--- src/sv/tpq_pkg.sv ---
// Package for the two-class priority queue unit.
// Holds widths, opcodes, register indexes, the controller state type and shared structs.
// No dependencies; the interfaces, engine, top level, checker and testbench import it.
package tpq_pkg;

    localparam int CAPACITY_DEF = 32;
    localparam int ID_MAX_DEF   = 65535;

    localparam int ID_W       = 16;
    localparam int ENTRY_W    = ID_W + 1;
    localparam int CNT_OUT_W  = 6;
    localparam int CFG_IDX_W  = 8;
    localparam int CFG_DATA_W = 16;

    localparam logic [1:0] OP_ADD    = 2'd0;
    localparam logic [1:0] OP_REMOVE = 2'd1;
    localparam logic [1:0] OP_DEPART = 2'd2;

    localparam logic [CFG_IDX_W-1:0] REG_LANE_NUMBER = 8'd0;
    localparam logic [CFG_IDX_W-1:0] REG_LANE_KIND   = 8'd1;

    typedef enum logic [2:0] {
        ST_IDLE,
        ST_SCAN,
        ST_DECIDE,
        ST_SHIFT_DN,
        ST_SHIFT_UP,
        ST_PLACE,
        ST_RESP
    } tpq_state_t;

    typedef struct packed {
        logic [ID_W-1:0] lane_number;
        logic            lane_kind;
    } tpq_cfg_t;

    typedef struct packed {
        logic                 success;
        logic                 id_was_present;
        logic [CNT_OUT_W-1:0] entry_count;
        logic [CNT_OUT_W-1:0] urgent_count;
    } tpq_result_t;

endpackage

--- src/sv/tpq_req_if.sv ---
// Request channel of the two-class priority queue unit.
// Carries valid, ready and one operation; depends on tpq_pkg.
interface tpq_req_if;
    import tpq_pkg::*;

    logic            valid;
    logic            ready;
    logic [1:0]      opcode;
    logic [ID_W-1:0] entry_id;
    logic            entry_kind;
    logic            urgent;

    modport source (output valid, output opcode, output entry_id, output entry_kind,
                    output urgent, input ready);
    modport sink   (input valid, input opcode, input entry_id, input entry_kind,
                    input urgent, output ready);
endinterface

--- src/sv/tpq_rsp_if.sv ---
// Response channel of the two-class priority queue unit.
// Carries valid, ready and one result; depends on tpq_pkg.
interface tpq_rsp_if;
    import tpq_pkg::*;

    logic                 valid;
    logic                 ready;
    logic                 success;
    logic                 id_was_present;
    logic [CNT_OUT_W-1:0] entry_count;
    logic [CNT_OUT_W-1:0] urgent_count;

    modport source (output valid, output success, output id_was_present,
                    output entry_count, output urgent_count, input ready);
    modport sink   (input valid, input success, input id_was_present,
                    input entry_count, input urgent_count, output ready);
endinterface

--- src/sv/tpq_cfg_if.sv ---
// Configuration write channel of the two-class priority queue unit.
// Carries valid, ready, a register index and write data; depends on tpq_pkg.
interface tpq_cfg_if;
    import tpq_pkg::*;

    logic                  valid;
    logic                  ready;
    logic [CFG_IDX_W-1:0]  index;
    logic [CFG_DATA_W-1:0] data;

    modport source (output valid, output index, output data, input ready);
    modport sink   (input valid, input index, input data, output ready);
endinterface

--- src/sv/tpq_ram.sv ---
// Generic simple dual-port RAM with one write port and one registered read port.
// No dependencies.
module tpq_ram #(
    parameter int WIDTH = 17,
    parameter int DEPTH = 32
) (
    input  logic                     clk,
    input  logic                     we,
    input  logic [$clog2(DEPTH)-1:0] waddr,
    input  logic [WIDTH-1:0]         wdata,
    input  logic                     re,
    input  logic [$clog2(DEPTH)-1:0] raddr,
    output logic [WIDTH-1:0]         rdata
);

    logic [WIDTH-1:0] mem [DEPTH];

    always_ff @(posedge clk)
    begin
        if (we)
        begin
            mem[waddr] <= wdata;
        end
        if (re)
        begin
            rdata <= mem[raddr];
        end
    end

endmodule

--- src/sv/tpq_engine.sv ---
// Sequencer of the two-class priority queue: scans, shifts and writes the entry RAM.
// Keeps the occupancy counts. Depends on tpq_pkg; drives one tpq_ram instance.
module tpq_engine #(
    parameter int CAPACITY = tpq_pkg::CAPACITY_DEF,
    parameter int ID_MAX   = tpq_pkg::ID_MAX_DEF
) (
    input  logic                              clk,
    input  logic                              rst_n,
    input  logic                              start,
    input  logic [1:0]                        op,
    input  logic [tpq_pkg::ID_W-1:0]          id,
    input  logic                              kind,
    input  logic                              urg,
    input  tpq_pkg::tpq_cfg_t                 cfg,
    output logic                              idle,
    output logic                              res_valid,
    input  logic                              res_take,
    output tpq_pkg::tpq_result_t              res,
    output logic                              ram_we,
    output logic [$clog2(CAPACITY)-1:0]       ram_waddr,
    output logic [tpq_pkg::ENTRY_W-1:0]       ram_wdata,
    output logic                              ram_re,
    output logic [$clog2(CAPACITY)-1:0]       ram_raddr,
    input  logic [tpq_pkg::ENTRY_W-1:0]       ram_rdata
);
    import tpq_pkg::*;

    localparam int AW = $clog2(CAPACITY);
    localparam int CW = $clog2(CAPACITY + 1);

    tpq_state_t      state_reg, state_next;
    logic [1:0]      op_reg, op_next;
    logic [ID_W-1:0] id_reg, id_next;
    logic            kind_reg, kind_next;
    logic            urg_reg, urg_next;
    logic            id_valid_reg, id_valid_next;
    logic [CW-1:0]   idx_reg, idx_next;
    logic [CW-1:0]   dst_reg, dst_next;
    logic            rvalid_reg, rvalid_next;
    logic            found_reg, found_next;
    logic [CW-1:0]   pos_reg, pos_next;
    logic            pos_urg_reg, pos_urg_next;
    logic            head_urg_reg, head_urg_next;
    logic            success_reg, success_next;
    logic            present_reg, present_next;
    logic [CW-1:0]   occ_reg, occ_next;
    logic [CW-1:0]   uocc_reg, uocc_next;

    logic            scan_issue, scan_done;
    logic            dn_issue, dn_done;
    logic            up_issue, up_done;
    logic            lane_ok, add_ok, drop_ok;
    logic [CW-1:0]   ins_pos;
    logic [CW-1:0]   idx_dec, idx_inc;
    logic            rd_match;

    assign idx_dec = idx_reg - CW'(1);
    assign idx_inc = idx_reg + CW'(1);

    assign scan_issue = (state_reg == ST_SCAN) && (idx_reg < occ_reg);
    assign scan_done  = (state_reg == ST_SCAN) && !scan_issue && !rvalid_reg;
    assign dn_issue   = (state_reg == ST_SHIFT_DN) && (idx_reg > pos_reg);
    assign dn_done    = (state_reg == ST_SHIFT_DN) && !dn_issue && !rvalid_reg;
    assign up_issue   = (state_reg == ST_SHIFT_UP)
                        && ({1'b0, idx_reg} + (CW + 1)'(1) < {1'b0, occ_reg});
    assign up_done    = (state_reg == ST_SHIFT_UP) && !up_issue && !rvalid_reg;

    assign lane_ok = (cfg.lane_number >= ID_W'(1)) && (cfg.lane_number <= ID_W'(ID_MAX));
    assign add_ok  = (op_reg == OP_ADD) && id_valid_reg && lane_ok
                     && (kind_reg == cfg.lane_kind) && !found_reg
                     && (occ_reg < CW'(CAPACITY));
    assign drop_ok = ((op_reg == OP_REMOVE) && found_reg)
                     || ((op_reg == OP_DEPART) && (occ_reg != '0));
    // Urgent adds go right behind the last urgent entry, normal adds at the tail.
    assign ins_pos = (urg_reg && (uocc_reg < occ_reg)) ? uocc_reg : occ_reg;
    assign rd_match = (ram_rdata[ENTRY_W-1:1] == id_reg) && id_valid_reg && !found_reg;

    // Next state.
    always_comb
    begin
        state_next = state_reg;
        unique case (state_reg)
            ST_IDLE:
            begin
                if (start)
                begin
                    state_next = ST_SCAN;
                end
            end
            ST_SCAN:
            begin
                if (scan_done)
                begin
                    state_next = ST_DECIDE;
                end
            end
            ST_DECIDE:
            begin
                priority if (add_ok)
                begin
                    state_next = ST_SHIFT_DN;
                end
                else if (drop_ok)
                begin
                    state_next = ST_SHIFT_UP;
                end
                else
                begin
                    state_next = ST_RESP;
                end
            end
            ST_SHIFT_DN:
            begin
                if (dn_done)
                begin
                    state_next = ST_PLACE;
                end
            end
            ST_SHIFT_UP:
            begin
                if (up_done)
                begin
                    state_next = ST_RESP;
                end
            end
            ST_PLACE:
            begin
                state_next = ST_RESP;
            end
            ST_RESP:
            begin
                if (res_take)
                begin
                    state_next = ST_IDLE;
                end
            end
            default:
            begin
                state_next = ST_IDLE;
            end
        endcase
    end

    // Datapath and RAM controls.
    always_comb
    begin
        op_next       = op_reg;
        id_next       = id_reg;
        kind_next     = kind_reg;
        urg_next      = urg_reg;
        id_valid_next = id_valid_reg;
        idx_next      = idx_reg;
        dst_next      = dst_reg;
        rvalid_next   = 1'b0;
        found_next    = found_reg;
        pos_next      = pos_reg;
        pos_urg_next  = pos_urg_reg;
        head_urg_next = head_urg_reg;
        success_next  = success_reg;
        present_next  = present_reg;
        occ_next      = occ_reg;
        uocc_next     = uocc_reg;
        ram_we        = 1'b0;
        ram_waddr     = dst_reg[AW-1:0];
        ram_wdata     = ram_rdata;
        ram_re        = 1'b0;
        ram_raddr     = idx_reg[AW-1:0];

        unique case (state_reg)
            ST_IDLE:
            begin
                if (start)
                begin
                    op_next       = op;
                    id_next       = id;
                    kind_next     = kind;
                    urg_next      = urg;
                    id_valid_next = (id >= ID_W'(1)) && (id <= ID_W'(ID_MAX));
                    idx_next      = '0;
                    found_next    = 1'b0;
                    head_urg_next = 1'b0;
                end
            end
            ST_SCAN:
            begin
                if (scan_issue)
                begin
                    ram_re      = 1'b1;
                    ram_raddr   = idx_reg[AW-1:0];
                    dst_next    = idx_reg;
                    rvalid_next = 1'b1;
                    idx_next    = idx_inc;
                end
                if (rvalid_reg)
                begin
                    if (rd_match)
                    begin
                        found_next   = 1'b1;
                        pos_next     = dst_reg;
                        pos_urg_next = ram_rdata[0];
                    end
                    if (dst_reg == '0)
                    begin
                        head_urg_next = ram_rdata[0];
                    end
                end
            end
            ST_DECIDE:
            begin
                success_next = add_ok || drop_ok;
                present_next = found_reg;
                if (op_reg == OP_ADD)
                begin
                    pos_next = ins_pos;
                    idx_next = occ_reg;
                end
                else if (op_reg == OP_DEPART)
                begin
                    pos_next     = '0;
                    idx_next     = '0;
                    pos_urg_next = head_urg_reg;
                end
                else
                begin
                    idx_next = pos_reg;
                end
            end
            ST_SHIFT_DN:
            begin
                // Reads run one slot ahead of the writes, so no slot is overwritten unread.
                if (dn_issue)
                begin
                    ram_re      = 1'b1;
                    ram_raddr   = idx_dec[AW-1:0];
                    dst_next    = idx_reg;
                    rvalid_next = 1'b1;
                    idx_next    = idx_dec;
                end
                if (rvalid_reg)
                begin
                    ram_we = 1'b1;
                end
            end
            ST_SHIFT_UP:
            begin
                if (up_issue)
                begin
                    ram_re      = 1'b1;
                    ram_raddr   = idx_inc[AW-1:0];
                    dst_next    = idx_reg;
                    rvalid_next = 1'b1;
                    idx_next    = idx_inc;
                end
                if (rvalid_reg)
                begin
                    ram_we = 1'b1;
                end
                if (up_done)
                begin
                    occ_next = occ_reg - CW'(1);
                    if (pos_urg_reg && (uocc_reg != '0))
                    begin
                        uocc_next = uocc_reg - CW'(1);
                    end
                end
            end
            ST_PLACE:
            begin
                ram_we    = 1'b1;
                ram_waddr = pos_reg[AW-1:0];
                ram_wdata = {id_reg, urg_reg};
                occ_next  = occ_reg + CW'(1);
                uocc_next = uocc_reg + CW'(urg_reg);
            end
            ST_RESP:
            begin
            end
            default:
            begin
            end
        endcase
    end

    always_ff @(posedge clk or negedge rst_n)
    begin
        if (!rst_n)
        begin
            state_reg  <= ST_IDLE;
            rvalid_reg <= 1'b0;
            occ_reg    <= '0;
            uocc_reg   <= '0;
        end
        else
        begin
            state_reg  <= state_next;
            rvalid_reg <= rvalid_next;
            occ_reg    <= occ_next;
            uocc_reg   <= uocc_next;
        end
    end

    always_ff @(posedge clk)
    begin
        op_reg       <= op_next;
        id_reg       <= id_next;
        kind_reg     <= kind_next;
        urg_reg      <= urg_next;
        id_valid_reg <= id_valid_next;
        idx_reg      <= idx_next;
        dst_reg      <= dst_next;
        found_reg    <= found_next;
        pos_reg      <= pos_next;
        pos_urg_reg  <= pos_urg_next;
        head_urg_reg <= head_urg_next;
        success_reg  <= success_next;
        present_reg  <= present_next;
    end

    assign idle                 = (state_reg == ST_IDLE);
    assign res_valid            = (state_reg == ST_RESP);
    assign res.success          = success_reg;
    assign res.id_was_present   = present_reg;
    assign res.entry_count      = CNT_OUT_W'(occ_reg);
    assign res.urgent_count     = CNT_OUT_W'(uocc_reg);

endmodule

--- src/sv/two_class_priority_queue_unit.sv ---
// Two-class priority queue unit: holds up to CAPACITY unique identifiers in one ordered
// list in RAM, urgent entries ahead of normal ones, each class in arrival order.
// Channels: req takes one operation per transaction (add, remove by id, depart head),
// rsp returns one result per operation (success, prior presence, both counts), and
// cfg writes lane_number (index 0) and lane_kind (index 1); cfg is always ready.
// The unit works on one operation at a time. Its work depends on N, the occupancy (the
// duplicate and position scan reads one RAM entry per cycle), and on M, the number of
// entries that must move for an insertion or removal (one entry per cycle through the
// RAM's single read and write port); a refused operation only scans. A new request is
// accepted from the cycle in which the previous result appears.
// The result is held in an output register; the next operation is accepted while it
// waits, and that operation only stalls at its own result if rsp is still blocked.
// Reset empties the queue at once through the counts (no clearing pass) and sets
// lane_number to 1 and lane_kind to 0. Depends on tpq_pkg, the channel interfaces,
// tpq_engine and tpq_ram.
module two_class_priority_queue_unit #(
    parameter int CAPACITY = tpq_pkg::CAPACITY_DEF,
    parameter int ID_MAX   = tpq_pkg::ID_MAX_DEF
) (
    input logic       clk,
    input logic       rst_n,
    tpq_req_if.sink   req,
    tpq_rsp_if.source rsp,
    tpq_cfg_if.sink   cfg
);
    import tpq_pkg::*;

    localparam int AW = $clog2(CAPACITY);

    tpq_cfg_t    cfg_reg, cfg_next;
    logic        out_valid_reg, out_valid_next;
    tpq_result_t out_reg, out_next;

    logic               eng_idle;
    logic               res_valid;
    logic               res_take;
    tpq_result_t        res;
    logic               ram_we;
    logic [AW-1:0]      ram_waddr;
    logic [ENTRY_W-1:0] ram_wdata;
    logic               ram_re;
    logic [AW-1:0]      ram_raddr;
    logic [ENTRY_W-1:0] ram_rdata;

    assign req.ready = eng_idle;
    assign cfg.ready = 1'b1;
    assign res_take  = res_valid && (!out_valid_reg || rsp.ready);

    always_comb
    begin
        cfg_next = cfg_reg;
        if (cfg.valid)
        begin
            if (cfg.index == REG_LANE_NUMBER)
            begin
                cfg_next.lane_number = cfg.data[ID_W-1:0];
            end
            else if (cfg.index == REG_LANE_KIND)
            begin
                cfg_next.lane_kind = cfg.data[0];
            end
        end
    end

    always_comb
    begin
        out_valid_next = out_valid_reg;
        out_next       = out_reg;
        if (res_take)
        begin
            out_valid_next = 1'b1;
            out_next       = res;
        end
        else if (rsp.ready)
        begin
            out_valid_next = 1'b0;
        end
    end

    always_ff @(posedge clk or negedge rst_n)
    begin
        if (!rst_n)
        begin
            cfg_reg.lane_number <= ID_W'(1);
            cfg_reg.lane_kind   <= 1'b0;
            out_valid_reg       <= 1'b0;
        end
        else
        begin
            cfg_reg       <= cfg_next;
            out_valid_reg <= out_valid_next;
        end
    end

    always_ff @(posedge clk)
    begin
        out_reg <= out_next;
    end

    assign rsp.valid          = out_valid_reg;
    assign rsp.success        = out_reg.success;
    assign rsp.id_was_present = out_reg.id_was_present;
    assign rsp.entry_count    = out_reg.entry_count;
    assign rsp.urgent_count   = out_reg.urgent_count;

    tpq_engine #(
        .CAPACITY (CAPACITY),
        .ID_MAX   (ID_MAX)
    ) u_engine (
        .clk       (clk),
        .rst_n     (rst_n),
        .start     (req.valid && eng_idle),
        .op        (req.opcode),
        .id        (req.entry_id),
        .kind      (req.entry_kind),
        .urg       (req.urgent),
        .cfg       (cfg_reg),
        .idle      (eng_idle),
        .res_valid (res_valid),
        .res_take  (res_take),
        .res       (res),
        .ram_we    (ram_we),
        .ram_waddr (ram_waddr),
        .ram_wdata (ram_wdata),
        .ram_re    (ram_re),
        .ram_raddr (ram_raddr),
        .ram_rdata (ram_rdata)
    );

    tpq_ram #(
        .WIDTH (ENTRY_W),
        .DEPTH (CAPACITY)
    ) u_ram (
        .clk   (clk),
        .we    (ram_we),
        .waddr (ram_waddr),
        .wdata (ram_wdata),
        .re    (ram_re),
        .raddr (ram_raddr),
        .rdata (ram_rdata)
    );

endmodule

--- src/flat_wrapper.sv ---
// flat-port wrapper written by rule: the top's interface ports become plain ports
module two_class_priority_queue_unit_flat import tpq_pkg::*;
#(
    parameter int CAPACITY = tpq_pkg::CAPACITY_DEF,
    parameter int ID_MAX   = tpq_pkg::ID_MAX_DEF
)
  (clk, rst_n, req_valid, req_opcode, req_entry_id, req_entry_kind, req_urgent, req_ready, rsp_valid, rsp_success, rsp_id_was_present, rsp_entry_count, rsp_urgent_count, rsp_ready, cfg_valid, cfg_index, cfg_data, cfg_ready);
  tpq_req_if req_i ();
  tpq_rsp_if rsp_i ();
  tpq_cfg_if cfg_i ();
  input logic clk;
  input logic rst_n;
  input wire logic [$bits(req_i.valid)-1:0] req_valid;
  input wire logic [$bits(req_i.opcode)-1:0] req_opcode;
  input wire logic [$bits(req_i.entry_id)-1:0] req_entry_id;
  input wire logic [$bits(req_i.entry_kind)-1:0] req_entry_kind;
  input wire logic [$bits(req_i.urgent)-1:0] req_urgent;
  output wire logic [$bits(req_i.ready)-1:0] req_ready;
  output wire logic [$bits(rsp_i.valid)-1:0] rsp_valid;
  output wire logic [$bits(rsp_i.success)-1:0] rsp_success;
  output wire logic [$bits(rsp_i.id_was_present)-1:0] rsp_id_was_present;
  output wire logic [$bits(rsp_i.entry_count)-1:0] rsp_entry_count;
  output wire logic [$bits(rsp_i.urgent_count)-1:0] rsp_urgent_count;
  input wire logic [$bits(rsp_i.ready)-1:0] rsp_ready;
  input wire logic [$bits(cfg_i.valid)-1:0] cfg_valid;
  input wire logic [$bits(cfg_i.index)-1:0] cfg_index;
  input wire logic [$bits(cfg_i.data)-1:0] cfg_data;
  output wire logic [$bits(cfg_i.ready)-1:0] cfg_ready;
  assign req_i.valid = req_valid;
  assign req_i.opcode = req_opcode;
  assign req_i.entry_id = req_entry_id;
  assign req_i.entry_kind = req_entry_kind;
  assign req_i.urgent = req_urgent;
  assign req_ready = req_i.ready;
  assign rsp_valid = rsp_i.valid;
  assign rsp_success = rsp_i.success;
  assign rsp_id_was_present = rsp_i.id_was_present;
  assign rsp_entry_count = rsp_i.entry_count;
  assign rsp_urgent_count = rsp_i.urgent_count;
  assign rsp_i.ready = rsp_ready;
  assign cfg_i.valid = cfg_valid;
  assign cfg_i.index = cfg_index;
  assign cfg_i.data = cfg_data;
  assign cfg_ready = cfg_i.ready;
  two_class_priority_queue_unit #(.CAPACITY(CAPACITY), .ID_MAX(ID_MAX)) u_core (.clk(clk), .rst_n(rst_n), .req(req_i), .rsp(rsp_i), .cfg(cfg_i));
endmodule
--- config.mk ---
export PLATFORM = sky130hd
export DESIGN_NAME = two_class_priority_queue_unit_flat
export DESIGN_NICKNAME = d
export VERILOG_FILES = /design/src/sv/tpq_pkg.sv /design/src/sv/tpq_req_if.sv /design/src/sv/tpq_rsp_if.sv /design/src/sv/tpq_cfg_if.sv /design/src/sv/tpq_ram.sv /design/src/sv/tpq_engine.sv /design/src/sv/two_class_priority_queue_unit.sv /design/src/flat_wrapper.sv
export SDC_FILE = /design/constraint.sdc
export NUM_CORES = 1
export LEC_CHECK = 0
export BUFFER_PORTS_ARGS = -buffer_cell sky130_fd_sc_hd__buf_4
export CORE_MARGIN = 5
export CORE_UTILIZATION = 50
export DETAILED_ROUTE_END_ITERATION = 8
export PLACE_DENSITY_LB_ADDON = 0.25
export SETUP_SLACK_MARGIN = 0.05
export SYNTH_ARGS = -nofsm -noshare
export SYNTH_HDL_FRONTEND = slang
export SYNTH_SLANG_ARGS = --single-unit
--- constraint.sdc ---
create_clock -name clk -period 11.3 [get_ports clk]
set_input_delay 1.13 -clock clk [delete_from_list [all_inputs] [get_ports clk]]
set_output_delay 1.13 -clock clk [all_outputs]
set_load 0.01 [all_outputs]
Word level (Yosys, flattened, before mapping):

Memory sizes are Yosys's and may differ from the RTL's. A register that Yosys moved wholly into a read port is not among the register bits.
Cells that the tools add are included.

* register bits after elaboration: 92
* bits in writable memories: 544
* input bits: 49
* output and inout bits: 17
* word-level logic and storage cells: 181
* memories: 1

Memories
* u_core.u_ram.mem: words 32, width 17, rd ports 1, clocked after Yosys merged registers in 1, write ports 1, line tpq_ram.sv:16 `logic [WIDTH-1:0] mem [DEPTH];`

* add/sub/neg operators: 7
* $lt $le $gt $ge: 9
* eq/ne operators: 25
* mux-type cells: 56
* bitwise gates (word level): 1
* reductions and logical operators: 58

Operator list (count)
* 2-to-1 mux 6 bit: 16
* case mux 6 bit (2 select lines): 3
* >= comparator 16 x 1 -> 1 bit (second input constant): 2
* <= comparator 16 bit (second input constant): 2
* case mux 6 bit (5 select lines): 1
* logical AND 1 bit: 24
* inequality test 2 bit (second input constant): 12
* case mux 3 bit (7 select lines): 1
* 2-to-1 mux 3 bit: 6
* case mux 6 bit (3 select lines): 1
* subtractor 6 x 1 -> 6 bit (second input constant): 3
* 2-to-1 mux 1 bit: 17
* 2-to-1 mux 17 bit: 1
* == test 16 bit: 1
* 2-to-1 mux 5 bit: 3
* AND reduction 5 bit: 3
* adder 6 x 1 -> 6 bit (second input constant): 2
* < comparator 6 bit: 2
* AND reduction 4 bit: 3
* nonzero test 6 bit: 2
* case mux 5 bit (2 select lines): 1
* == test 3 bit (second input constant): 3
* AND reduction 3 bit: 3
* == test 8 x 1 -> 1 bit (second input constant): 1
* 26 further kinds: 43

Logic depth before layout (Yosys ltp):

Gate-level depths: netlist of the first run.

* word-level depth: 8
* mapped depth: 19
* depth with buffers taken out: 14

Modules after synthesis:

A second synthesis of the first run with hierarchy kept.

* cell total of the unflattened synthesis: 1693
* area, all modules: 27372.5 sq um

Modules (own cells, without submodules)
* tpq_ram: instances 1, cells each 1212, area an instance 21907.3 sq um, seq. area each 16846.2 sq um
* tpq_engine: instances 1, cells each 420, area an instance 4304.1 sq um, seq. area each 1721.7 sq um
* two_class_priority_queue_unit: instances 1, cells each 61, area an instance 1161.1 sq um, seq. area each 872.1 sq um

Least setup slack after synthesis of the first run:

No wires, ideal clock.

* path type: register -> register
* start point: register u_core.u_engine.idx_reg[0]
* end point: register u_core.u_ram.rdata[15], read port of u_core.u_ram.mem, data pin
* setup time: 258 ps
* arrival: 3991 ps
* setup slack: 7051 ps
* cell stages (with the launch flop): 17
* buffers on the path: 5
* clock period less this slack: 4249 ps
* cell sequence: edfxtp_1 -> buf_2 -> inv_1 -> clkbuf_1 -> clkbuf_1 -> nor3_1 -> xor2_1 -> ha_1 -> inv_1 -> o221ai_2 -> a211oi_4 -> a22o_4 -> xnor2_1 -> buf_2 -> buf_1 -> mux2_2 -> o221a_2

* cells in the longest elaborated chain, start to end: 5

RTL lines
* start: declaration: line tpq_engine.sv:37 `logic [CW-1:0] idx_reg, idx_next;`
* start signal: assignment: line tpq_engine.sv:309 `idx_reg <= idx_next;`
* adder 6 x 1 -> 7 bit: line tpq_engine.sv:65 `&& ({1'b0, idx_reg} + (CW + 1)'(1) < {1'b0, occ_reg});`
* < comparator 7 x 6 -> 1 bit: line tpq_engine.sv:65
* logical AND 1 bit: line tpq_engine.sv:65
* 2-to-1 mux 1 bit / 2-to-1 mux 5 bit (equally long branches): line tpq_engine.sv:246 `if (up_issue)`
* case mux 1 bit (3 select lines) / case mux 5 bit (2 select lines) (equally long branches): line tpq_engine.sv:169 `unique case (state_reg)`
* end: declaration: line tpq_ram.sv:13 `output logic [WIDTH-1:0] rdata`

Several ways; a longest one is shown, not always the timed one.
A chain may end at the register's enable or synchronous reset.

Final worst setup path of the first run:

* start point: register u_core.u_engine.idx_reg[0]
* end point: register u_core.u_ram.rdata[16], read port of u_core.u_ram.mem, data pin

Same word-level chain as after synthesis.

==> results.sh, run 1 <==
export IMPL_die_w_um=247
export IMPL_largest_register_ffs=544
export IMPL_leakage_nw=10.9
export IMPL_rsz0062_at_grt="false"
export IMPL_clock_skew_ps=21.4
export IMPL_row_count=86
export IMPL_drtAntennaViolNets=0
export IMPL_cp_start_kind="flip-flop"
export IMPL_dr_pass1_iters=6
export IMPL_slew_viol_final=0
export IMPL_syn_nets=2174
export IMPL_hold_viol=0
export IMPL_viasPerCell=6.35
export IMPL_cts_made_buffers=70
export IMPL_cts_max_level=3
export IMPL_rrSetupSlack_ps=4540
export IMPL_drive_gt1_share_pct=13.5
export IMPL_yosys_register_bits=653
export IMPL_fmax_mhz=148
export IMPL_clock_latency_ps=610
export IMPL_io_pins=66
export IMPL_synthXorXnorAreaFrac_pct=1.25
export IMPL_drc=0
export IMPL_antenna_found_initial=0
export IMPL_r2r_cells=14
export IMPL_peakVddDrop_uv=306
export IMPL_synth_compound_area_share_pct=12.7
export IMPL_critical_path_max_stage_delay_ps=820
export IMPL_post_cts_resized=0
export IMPL_finalSetupTns_ps=0
export IMPL_fillers=4424
export IMPL_routedWlPerCell_um=26.1
export IMPL_synth_mux_area_share_pct=2.13
export IMPL_synthSimpleGateAreaFrac_pct=10.4
export IMPL_grt_max_degree=181
export IMPL_ys_warn_count=0
export IMPL_fin_crit_ps=6760
export IMPL_whs_ps=440
export IMPL_syn_mean_instance_area_um2=13.4
export IMPL_hold_buffers=0
export IMPL_vias=18672
export IMPL_cts_tree="built"
export IMPL_run_status="finished, final reports clean"
export IMPL_postSynthCellCount=2091
export IMPL_yosysSeqAreaShare_pct=69.4
export IMPL_synth_top_family_by_area="compound AO/OA/AOI/OAI gates"
export IMPL_p_per_area_mw_per_mm2=343
export IMPL_crit_type="reg2reg"
export IMPL_synthDistinctLibCells=75
export IMPL_hold_depth=0
export IMPL_area_growth_pct=12.6
export IMPL_drv_cap=0
export IMPL_grt_util_all_layers_pct=24.8
export IMPL_totalWireLength_mm=76.6
export IMPL_dieArea_mm2=0.0609
export IMPL_fin_crit_sh_pct=59.8
export IMPL_worstMarginPinSlew_ps=1220
export IMPL_fin_nets=2219
export IMPL_overflow=0
export IMPL_final_util_pct=57.0
export IMPL_coreArea_mm2=0.0553
export IMPL_synth_fa_ha_area_share_pct=1.57
export IMPL_initial_utilization_pct=50.7
export IMPL_required_ps=11700
export IMPL_numPortBuffers=64
export IMPL_relSlewSlack_pct=18.5
export IMPL_syn_cell_area_mm2=0.0280
export IMPL_grt_pass1_vias=18065
export IMPL_power_mw=10.8
export IMPL_num_antenna_cells=0
export IMPL_endpoint_kind="flip-flop"
export IMPL_path_max_fanout=105
export IMPL_synth_edf_count=619
export IMPL_crit_chain="buf_4 > inv_1 > ha_1 > ha_1 > nand2_1 > o21ai_2 > a211o_1 > o211ai_4 > nand2_8 > buf_4 > a211oi_1 > a31oi_1 > o22ai_1 > nor4_1"
export IMPL_die_h_um=247
export IMPL_crit_path_top_delay_cell="buf_4"
export IMPL_gp_congestion=0.863
export IMPL_path_clk_slew_ps=60
export IMPL_drt_iter0_markers=2272
export IMPL_synth_largest_area_cell="edfxtp_1"
export IMPL_dp_final_hpwl_mm=43.3
export IMPL_clockBufferDepth=3
export IMPL_finalSetupViolCount=0
export IMPL_clkSinkCount=653
export IMPL_grt_pass1_wl_mm=114
export IMPL_worst_ep_arrival_time_ps=7160
export IMPL_synth_area_leaders="edfxtp_1, nand2_1, a211oi_1"
export IMPL_cts_setup_buffers=0
export IMPL_cts_root_buf="clkbuf_16"
export IMPL_hold_path_class="reg2reg"
export IMPL_synth_top_cell_area_share_pct=66.4
export IMPL_ys_async_sr_fraction_pct=5.21
export IMPL_synth_ff_type="edfxtp_1"
worst max-delay path, delay by kind of cell (launching register included):
kind	cells	cell delay [ps]
buf+inv	3	1770
simple gates	3	1090
fa+ha+maj	2	860
flops	1	350
compound gates	6	2320
layout by cell type, fill, tap and decap left out, types with 6 or more instances in the layout:
cell,n
nor3_1,14
a2111oi_0,7
a21o_1,14
o2bb2ai_1,9
xnor2_1,25
a211oi_1,128
dfrtp_1,33
a22oi_1,15
xor2_1,12
a31oi_1,124
o31ai_1,6
buf_4,115
a221o_1,6
nor4_1,30
nand3_1,18
inv_1,28
a21oi_1,70
clkinv_2,13
mux2i_1,8
o22ai_1,68
nor2_2,6
mux2_2,46
nand2_1,311
and3_1,124
clkinv_1,12
clkbuf_16,72
o21ai_0,30
clkbuf_1,19
nand2b_1,8
edfxtp_1,619
ha_1,32
nor2_1,66
nand4_1,8
power breakdown:
part / total [mW] / switching, mW / internal [mW]
logic: 4.99 / 3.48 / 1.51
clock network: 2.25 / 0.942 / 1.30
registers: 3.57 / 0.215 / 3.35
cells by family after synthesis:
group	after synthesis
compound gates	519
xor+xnor	39
fa+ha+maj	34
buf+inv	171
flops	653
mux	54
other cells	1
simple gates	620
cell usage after synthesis, types with 15 or more instances:
library cell,number
edfxtp_1,619
a22oi_1,15
dfrtp_1,33
o21ai_0,30
clkbuf_1,67
nor2_1,75
nor4_1,30
and3_1,124
nand2_1,312
o22ai_1,68
xnor2_1,26
inv_1,28
a31oi_1,124
nor3_1,15
mux2_2,46
buf_2,59
a21oi_1,70
a211oi_1,128
nand3_1,18
ha_1,32
layout make-up:
type | instances | area [um^2] | area share [%]
Timing Repair Buffer | 116 | 883 | 2.80
Tap cell | 748 | 936 | 2.97
Clock buffer | 92 | 1890 | 5.98
Sequential cell | 653 | 19400 | 61.6
Clock inverter | 36 | 353 | 1.12
Inverter | 28 | 105 | 0.333
Multi-Input combinational cell | 1267 | 7930 | 25.2
worst paths after layout:
| path | start | end |
|---|---|---|
| min in group asynchronous | rst_n | u_core.u_engine.uocc_reg[4]$_DFFE_PN0P_ |
| setup / recovery | u_core.u_engine.idx_reg[0]$_DFFE_PP_ | u_core.u_ram.rdata[16]$_DFFE_PP_ |
| hold / removal | u_core.u_engine.success_reg$_DFFE_PP_ | u_core.rsp.success$_DFFE_PP_ |
| setup reg to reg | u_core.u_engine.idx_reg[0]$_DFFE_PP_ | u_core.u_ram.rdata[16]$_DFFE_PP_ |
| hold reg to reg | u_core.u_engine.success_reg$_DFFE_PP_ | u_core.rsp.success$_DFFE_PP_ |
| max in group asynchronous | rst_n | u_core.cfg_reg[1]$_DFFE_PN1P_ |
metal layers:
layer	vias up	wire length, um	GRT usage (%)
met3	135	7100	4.86
met1	9404	32200	35.8
met4	0	1740	6.74
met5	-	0	0
li1	8216	-	-
met2	917	35600	38.9
through the flow:
| step | std cells | area, um^2 | worst slack, ps |
|---|---|---|---|
| after floorplan | 2091 | 28000 | 7050 |
| after global placement | 2812 | 29300 | 4850 |
| after detailed placement | 2812 | 29300 | 4690 |
| after CTS | 2940 | 31500 | 4680 |
| after global routing | 2940 | 31500 | 4150 |
| final | 2940 | 31500 | 4540 |
(Power assumes the default switching activity.)
==> run 2, diff against run 1 <==
- ABC_AREA: not set -> 1
- clock period: 11.3 -> 6.2 ns (I/O delays scaled with it)
==> results.sh, run 2 <==
export IMPL_final_cell_mix="nand2_1, edfxtp_1, nand3_1"
export IMPL_synth_fa_ha_area_share_pct=1.49
export IMPL_worstMarginPinSlew_ps=1400
export IMPL_synth_top_family_by_area="simple AND/OR/NAND/NOR gates"
export IMPL_synth_common_cells="nand2_1, edfxtp_1, nand3_1, inv_1, nand3b_1"
export IMPL_r2r_start="u_core.u_engine.idx_reg[0]$_DFFE_PP_"
export IMPL_fmax_mhz=188
export IMPL_clockBufferDepth=3
export IMPL_regArea_mm2=0.0194
export IMPL_yosysSeqAreaShare_pct=65.7
export IMPL_syn_mean_instance_area_um2=10.7
export IMPL_fin_crit_ps=5320
export IMPL_io_pins=66
export IMPL_clock_skew_ps=25.5
export IMPL_antenna_found_initial=0
export IMPL_p_per_area_mw_per_mm2=595
export IMPL_hold_path_startpoint="req_urgent"
export IMPL_synth_area_leaders="edfxtp_1, nand3_1, nand2_1"
export IMPL_overflow=0
export IMPL_dp_final_hpwl_mm=46.1
export IMPL_multi_input_area_mm2=0.00842
export IMPL_run_status="finished, final reports clean"
export IMPL_required_ps=6550
export IMPL_drt_iter0_markers=2650
export IMPL_syn_cell_area_mm2=0.0296
export IMPL_busiest_layer="met2"
export IMPL_dr_pass1_iters=6
export IMPL_clock_latency_ps=610
export IMPL_coreArea_mm2=0.0588
export IMPL_row_count=89
export IMPL_cts_max_level=3
export IMPL_yosys_register_bits=653
export IMPL_fillers=4872
export IMPL_power_mw=19.8
export IMPL_met3_usage_pct=3.89
export IMPL_ys_warn_count=0
export IMPL_synth_top_cell_area_share_pct=62.9
export IMPL_largest_register_ffs=544
export IMPL_area_growth_pct=12.4
export IMPL_synthXorXnorAreaFrac_pct=0.681
export IMPL_grt_pass1_vias=20031
export IMPL_synth_ff_type="edfxtp_1"
export IMPL_postSynthCellCount=2769
export IMPL_vias=20888
export IMPL_gr_usage_met1_pct=34.7
export IMPL_synthSimpleGateAreaFrac_pct=23.2
export IMPL_slew_viol_final=0
export IMPL_grt_pass1_wl_mm=120
export IMPL_initial_utilization_pct=50.3
export IMPL_peakVddDrop_uv=363
export IMPL_grt_util_all_layers_pct=24.1
export IMPL_dieArea_mm2=0.0641
export IMPL_grtUsageMet2_pct=37.7
export IMPL_die_h_um=253
export IMPL_drtAntennaViolNets=0
export IMPL_path_clk_slew_ps=60
export IMPL_rsz0062_at_grt="false"
export IMPL_totalWireLength_mm=78.4
export IMPL_leakage_nw=13.3
export IMPL_cts_tree="built"
export IMPL_path_max_fanout=35
export IMPL_relSlewSlack_pct=5.79
export IMPL_worst_ep_arrival_time_ps=5670
export IMPL_fin_crit_sh_pct=85.9
export IMPL_synth_largest_area_cell="edfxtp_1"
export IMPL_hold_path_class="in2reg"
export IMPL_gp_congestion=0.880
export IMPL_finalSetupViolCount=0
export IMPL_syn_nets=2852
export IMPL_ys_async_sr_fraction_pct=5.21
export IMPL_critical_path_startpoint="u_core.u_engine.idx_reg[0]$_DFFE_PP_"
export IMPL_die_w_um=253
export IMPL_endpoint_kind="flip-flop"
export IMPL_routedWlPerCell_um=21.5
export IMPL_num_antenna_cells=0
export IMPL_clkSinkCount=653
export IMPL_synth_mux_area_share_pct=0.647
export IMPL_drv_cap=0
export IMPL_cts_made_buffers=69
export IMPL_cts_root_buf="clkbuf_16"
export IMPL_crit_type="reg2reg"
export IMPL_yosysMostFrequentCell="nand2_1"
export IMPL_drc=0
export IMPL_synth_edf_count=619
export IMPL_cts_setup_buffers=0
export IMPL_viasPerCell=5.74
export IMPL_cp_start_kind="flip-flop"
export IMPL_drive_gt1_share_pct=10.0
export IMPL_synthDistinctLibCells=49
export IMPL_fin_nets=2895
export IMPL_synth_compound_area_share_pct=2.01
export IMPL_finalSetupTns_ps=0
export IMPL_grt_max_degree=127
export IMPL_numPortBuffers=64
export IMPL_final_common_cell="nand2_1"
export IMPL_hold_viol=0
-- run 2: power breakdown --
| part | switching (mW) | total, mW | internal [mW] |
|---|---|---|---|
| logic | 6.73 | 9.19 | 2.46 |
| clock network | 1.72 | 4.20 | 2.48 |
| registers | 0.334 | 6.39 | 6.06 |
-- run 2: final cells by class --
class | count | share of cell area (%)
Timing Repair Buffer | 126 | 3.04
Clock inverter | 38 | 1.36
Multi-Input combinational cell | 1666 | 25.3
Tap cell | 773 | 2.91
Clock buffer | 87 | 5.49
Sequential cell | 653 | 58.5
Inverter | 296 | 3.35
-- run 2: what timing repair did --
action                    4_1_cts  5_1_grt
hold endpoints to repair       33        0
hold buffers                    1        0
resized for setup               0        0
-- run 2: kinds of logic (layout without fill, tap and decap cells) --
family,after synthesis,in the layout
flip-flops,653,653
adder cells (fa/ha/maj),34,34
AO/OA/AOI/OAI,103,103
buffers and inverters,450,547
AND/OR/NAND/NOR,1488,1488
XOR/XNOR,23,23
multiplexers,17,17
other,1,1
-- run 2: worst paths after layout --
check,end,slack (ps),cells past startpoint
max,u_core.u_ram.rdata[2]$_DFFE_PP_,880,19
min,u_core.u_engine.urg_reg$_DFFE_PP_,190,1
max reg2reg,u_core.u_ram.rdata[2]$_DFFE_PP_,880,19
min reg2reg,u_core.rsp.success$_DFFE_PP_,430,0
max in group asynchronous,u_core.cfg_reg[14]$_DFFE_PN0P_,5330,2
min in group asynchronous,u_core.u_engine.occ_reg[1]$_DFFE_PN0P_,500,2
-- run 2: through the flow --
step           std cells  cell area [um^2]  hold slack [ps]  setup WS, ps  util, %
3_3_place_gp        3513             30900              414          1050     52.6
3_5_place_dp        3513             30900              411          1030     52.6
5_1_grt             3639             33200              170           614     56.5
2_1_floorplan       2769             29600              324          2670        -
6_report            3639             33200              187           876     56.5
4_1_cts             3639             33200              162          1020     56.5
-- run 2: routing by layer --
metal / share of wire (%) / up-vias
li1: - / 9582
met1: 42 / 10170
met2: 46 / 1009
met3: 8.9 / 127
met4: 3.4 / 0
met5: 0 / -
-- run 2: critical path, cell delays in order (launching register included) --
cell      delay (ps)
edfxtp_1         530
ha_1             300
nand3_2          100
xor2_1           270
ha_1             290
nand2_1           60
nand2_1           40
nand2_1           50
nand2_1           50
nor2_1           170
nand3_2          200
inv_2            110
nand2_1           80
o211ai_4          70
buf_4            440
clkinv_1        1230
nand3_1          730
nand2_1          110
nand2_1          120
nand2_1           60
==> run 3, diff against run 2 <==
- BUFFER_PORTS_ARGS: -buffer_cell sky130_fd_sc_hd__buf_4 -> not set
- DONT_BUFFER_PORTS: not set -> 1
- SYNTH_HIERARCHICAL: not set -> 1
==> results.sh, run 3 <==
export IMPL_run_status="finished, final reports clean"
export IMPL_syn_nets=2732
export IMPL_ys_async_sr_fraction_pct=5.21
export IMPL_clock_latency_ps=620
export IMPL_slew_viol_final=0
export IMPL_worstMarginPinSlew_ps=1200
export IMPL_dr_pass1_iters=7
export IMPL_path_max_fanout=61
export IMPL_final_common_cell="nand2_1"
export IMPL_synthDistinctLibCells=44
export IMPL_synth_largest_area_cell="edfxtp_1"
export IMPL_vias=19659
export IMPL_fmax_mhz=209
export IMPL_clockBufferDepth=3
export IMPL_fin_nets=2740
export IMPL_syn_cell_area_mm2=0.0285
export IMPL_cts_setup_buffers=0
export IMPL_drtAntennaViolNets=0
export IMPL_ys_warn_count=6
export IMPL_grt_pass1_wl_mm=115
export IMPL_grt_max_degree=204
export IMPL_hold_viol=0
export IMPL_initial_utilization_pct=50.5
export IMPL_cts_root_buf="clkbuf_16"
export IMPL_die_h_um=249
export IMPL_drv_cap=0
export IMPL_synth_area_leaders="edfxtp_1, nand2_1, nand3_1"
export IMPL_num_antenna_cells=0
export IMPL_yosys_register_bits=653
export IMPL_finalSetupTns_ps=0
export IMPL_row_count=87
export IMPL_postSynthCellCount=2649
export IMPL_viasPerCell=5.68
export IMPL_gp_congestion=0.901
export IMPL_final_cell_mix="nand2_1, edfxtp_1, nand3_1"
export IMPL_cp_start_kind="flip-flop"
export IMPL_final_util_pct=55.8
export IMPL_numPortBuffers=0
export IMPL_rsz0062_at_grt="false"
export IMPL_grt_util_all_layers_pct=23.9
export IMPL_path_clk_slew_ps=60
export IMPL_drt_iter0_markers=2061
export IMPL_clkSinkCount=653
export IMPL_synth_top_cell_area_share_pct=65.2
export IMPL_coreArea_mm2=0.0565
export IMPL_syn_mean_instance_area_um2=10.8
export IMPL_crit_type="reg2reg"
export IMPL_io_pins=66
export IMPL_yosysSeqAreaShare_pct=68.1
export IMPL_synth_ff_type="edfxtp_1"
export IMPL_synth_common_cells="nand2_1, edfxtp_1, nand3_1, inv_1, nor2_1"
export IMPL_yosysMostFrequentCell="nand2_1"
export IMPL_fin_crit_ps=4780
export IMPL_dieArea_mm2=0.0619
export IMPL_area_growth_pct=10.6
export IMPL_totalWireLength_mm=75.7
export IMPL_endpoint_kind="flip-flop"
export IMPL_drive_gt1_share_pct=8.03
export IMPL_whs_ps=101
export IMPL_cts_made_buffers=69
export IMPL_worst_ep_arrival_time_ps=5240
export IMPL_cts_max_level=3
export IMPL_grt_pass1_vias=18957
export IMPL_required_ps=6660
export IMPL_cts_tree="built"
export IMPL_synth_edf_count=619
export IMPL_fin_crit_sh_pct=77.1
export IMPL_hold_path_class="in2reg"
export IMPL_finalSetupViolCount=0
export IMPL_dp_final_hpwl_mm=44.2
export IMPL_clock_skew_ps=25.9
export IMPL_final_area_mm2=0.0315
export IMPL_relSlewSlack_pct=20.0
export IMPL_die_w_um=249
export IMPL_routedWlPerCell_um=21.9
export IMPL_largest_register_ffs=544
export IMPL_placed_area_mm2=0.0294
export IMPL_antenna_found_initial=0
export IMPL_drc=0
export IMPL_overflow=0
-- run 3: routing by layer --
| metal | up-vias | wire length, um | GRT usage (%) |
|---|---|---|---|
| met3 | 154 | 6600 | 4.71 |
| met4 | 0 | 2600 | 8.13 |
| met1 | 9533 | 30700 | 33.0 |
| met5 | - | 0 | 0 |
| met2 | 883 | 35800 | 38.4 |
| li1 | 9089 | - | - |
-- run 3: final cells by class --
type / count / area [um^2]
Multi-Input combinational cell: 1751 / 8050
Clock inverter: 33 / 284
Inverter: 114 / 440
Tap cell: 756 / 946
Clock buffer: 85 / 1800
Sequential cell: 653 / 19400
Timing Repair Buffer: 68 / 596
Fill cell: 4701 / 24900
-- run 3: timing repair --
| item | CTS | global route |
|---|---|---|
| gates resized for setup | 0 | 0 |
| hold endpoints to repair | 34 | 0 |
| hold buffers | 2 | 0 |
-- run 3: worst paths after layout --
| kind | startpoint | endpoint | slack, ps | cells after the start |
|---|---|---|---|---|
| setup / recovery | u_core/u_engine/idx_reg[1]$_DFFE_PP_ | u_core/u_ram/rdata[4]$_DFFE_PP_ | 1420 | 22 |
| hold / removal | req_entry_id[9] | u_core/u_engine/id_reg[9]$_DFFE_PP_ | 100 | 0 |
| setup reg to reg | u_core/u_engine/idx_reg[1]$_DFFE_PP_ | u_core/u_ram/rdata[4]$_DFFE_PP_ | 1420 | 22 |
| hold reg to reg | u_core/u_engine/present_reg$_DFFE_PP_ | u_core/rsp.id_was_present$_DFFE_PP_ | 440 | 0 |
| max in group asynchronous | rst_n | u_core/cfg_reg[1]$_DFFE_PN1P_ | 5440 | 2 |
| min in group asynchronous | rst_n | u_core/u_engine/state_reg[0]$_DFFE_PN0P_ | 490 | 2 |
-- run 3: cells by family (layout without fill, tap and decap cells) --
family          Yosys count  in the layout  synth area share [%]
compound gates           75             75                  1.53
xor+xnor                 18             18                 0.553
fa+ha+maj                34             34                  1.54
buf+inv                 245            300                  3.94
flops                   653            653                  68.1
other cells               1              1                0.0131
simple gates           1623           1623                  24.3
-- run 3: per-stage QoR --
step / setup WS, ps / cells
2_1_floorplan: 2950 / 2649
4_1_cts: 1440 / 3460
3_5_place_dp: 1470 / 3340
6_report: 1420 / 3460
5_1_grt: 1100 / 3460
3_3_place_gp: 1510 / 3339
-- run 3: worst max-delay path, cell delays in order, from the launching register on --
cell	delay, ps
edfxtp_1	500
ha_1	270
nand3_1	90
xor2_1	150
inv_1	100
ha_1	300
nand2_1	50
nand2_1	50
nand2_1	70
nand3_2	100
nor2_4	60
nand2_2	100
nand2_1	170
o21ai_4	780
inv_4	500
buf_12	360
nand3_1	190
nand3_1	90
nand2_1	110
nand2_1	130
nand2_1	160
nand2_1	100
nand2_1	100
Power of run 3 is left out: the tool's default activity adds up to more than one toggle a clock period on the data nets, which glitch-free logic cannot reach.
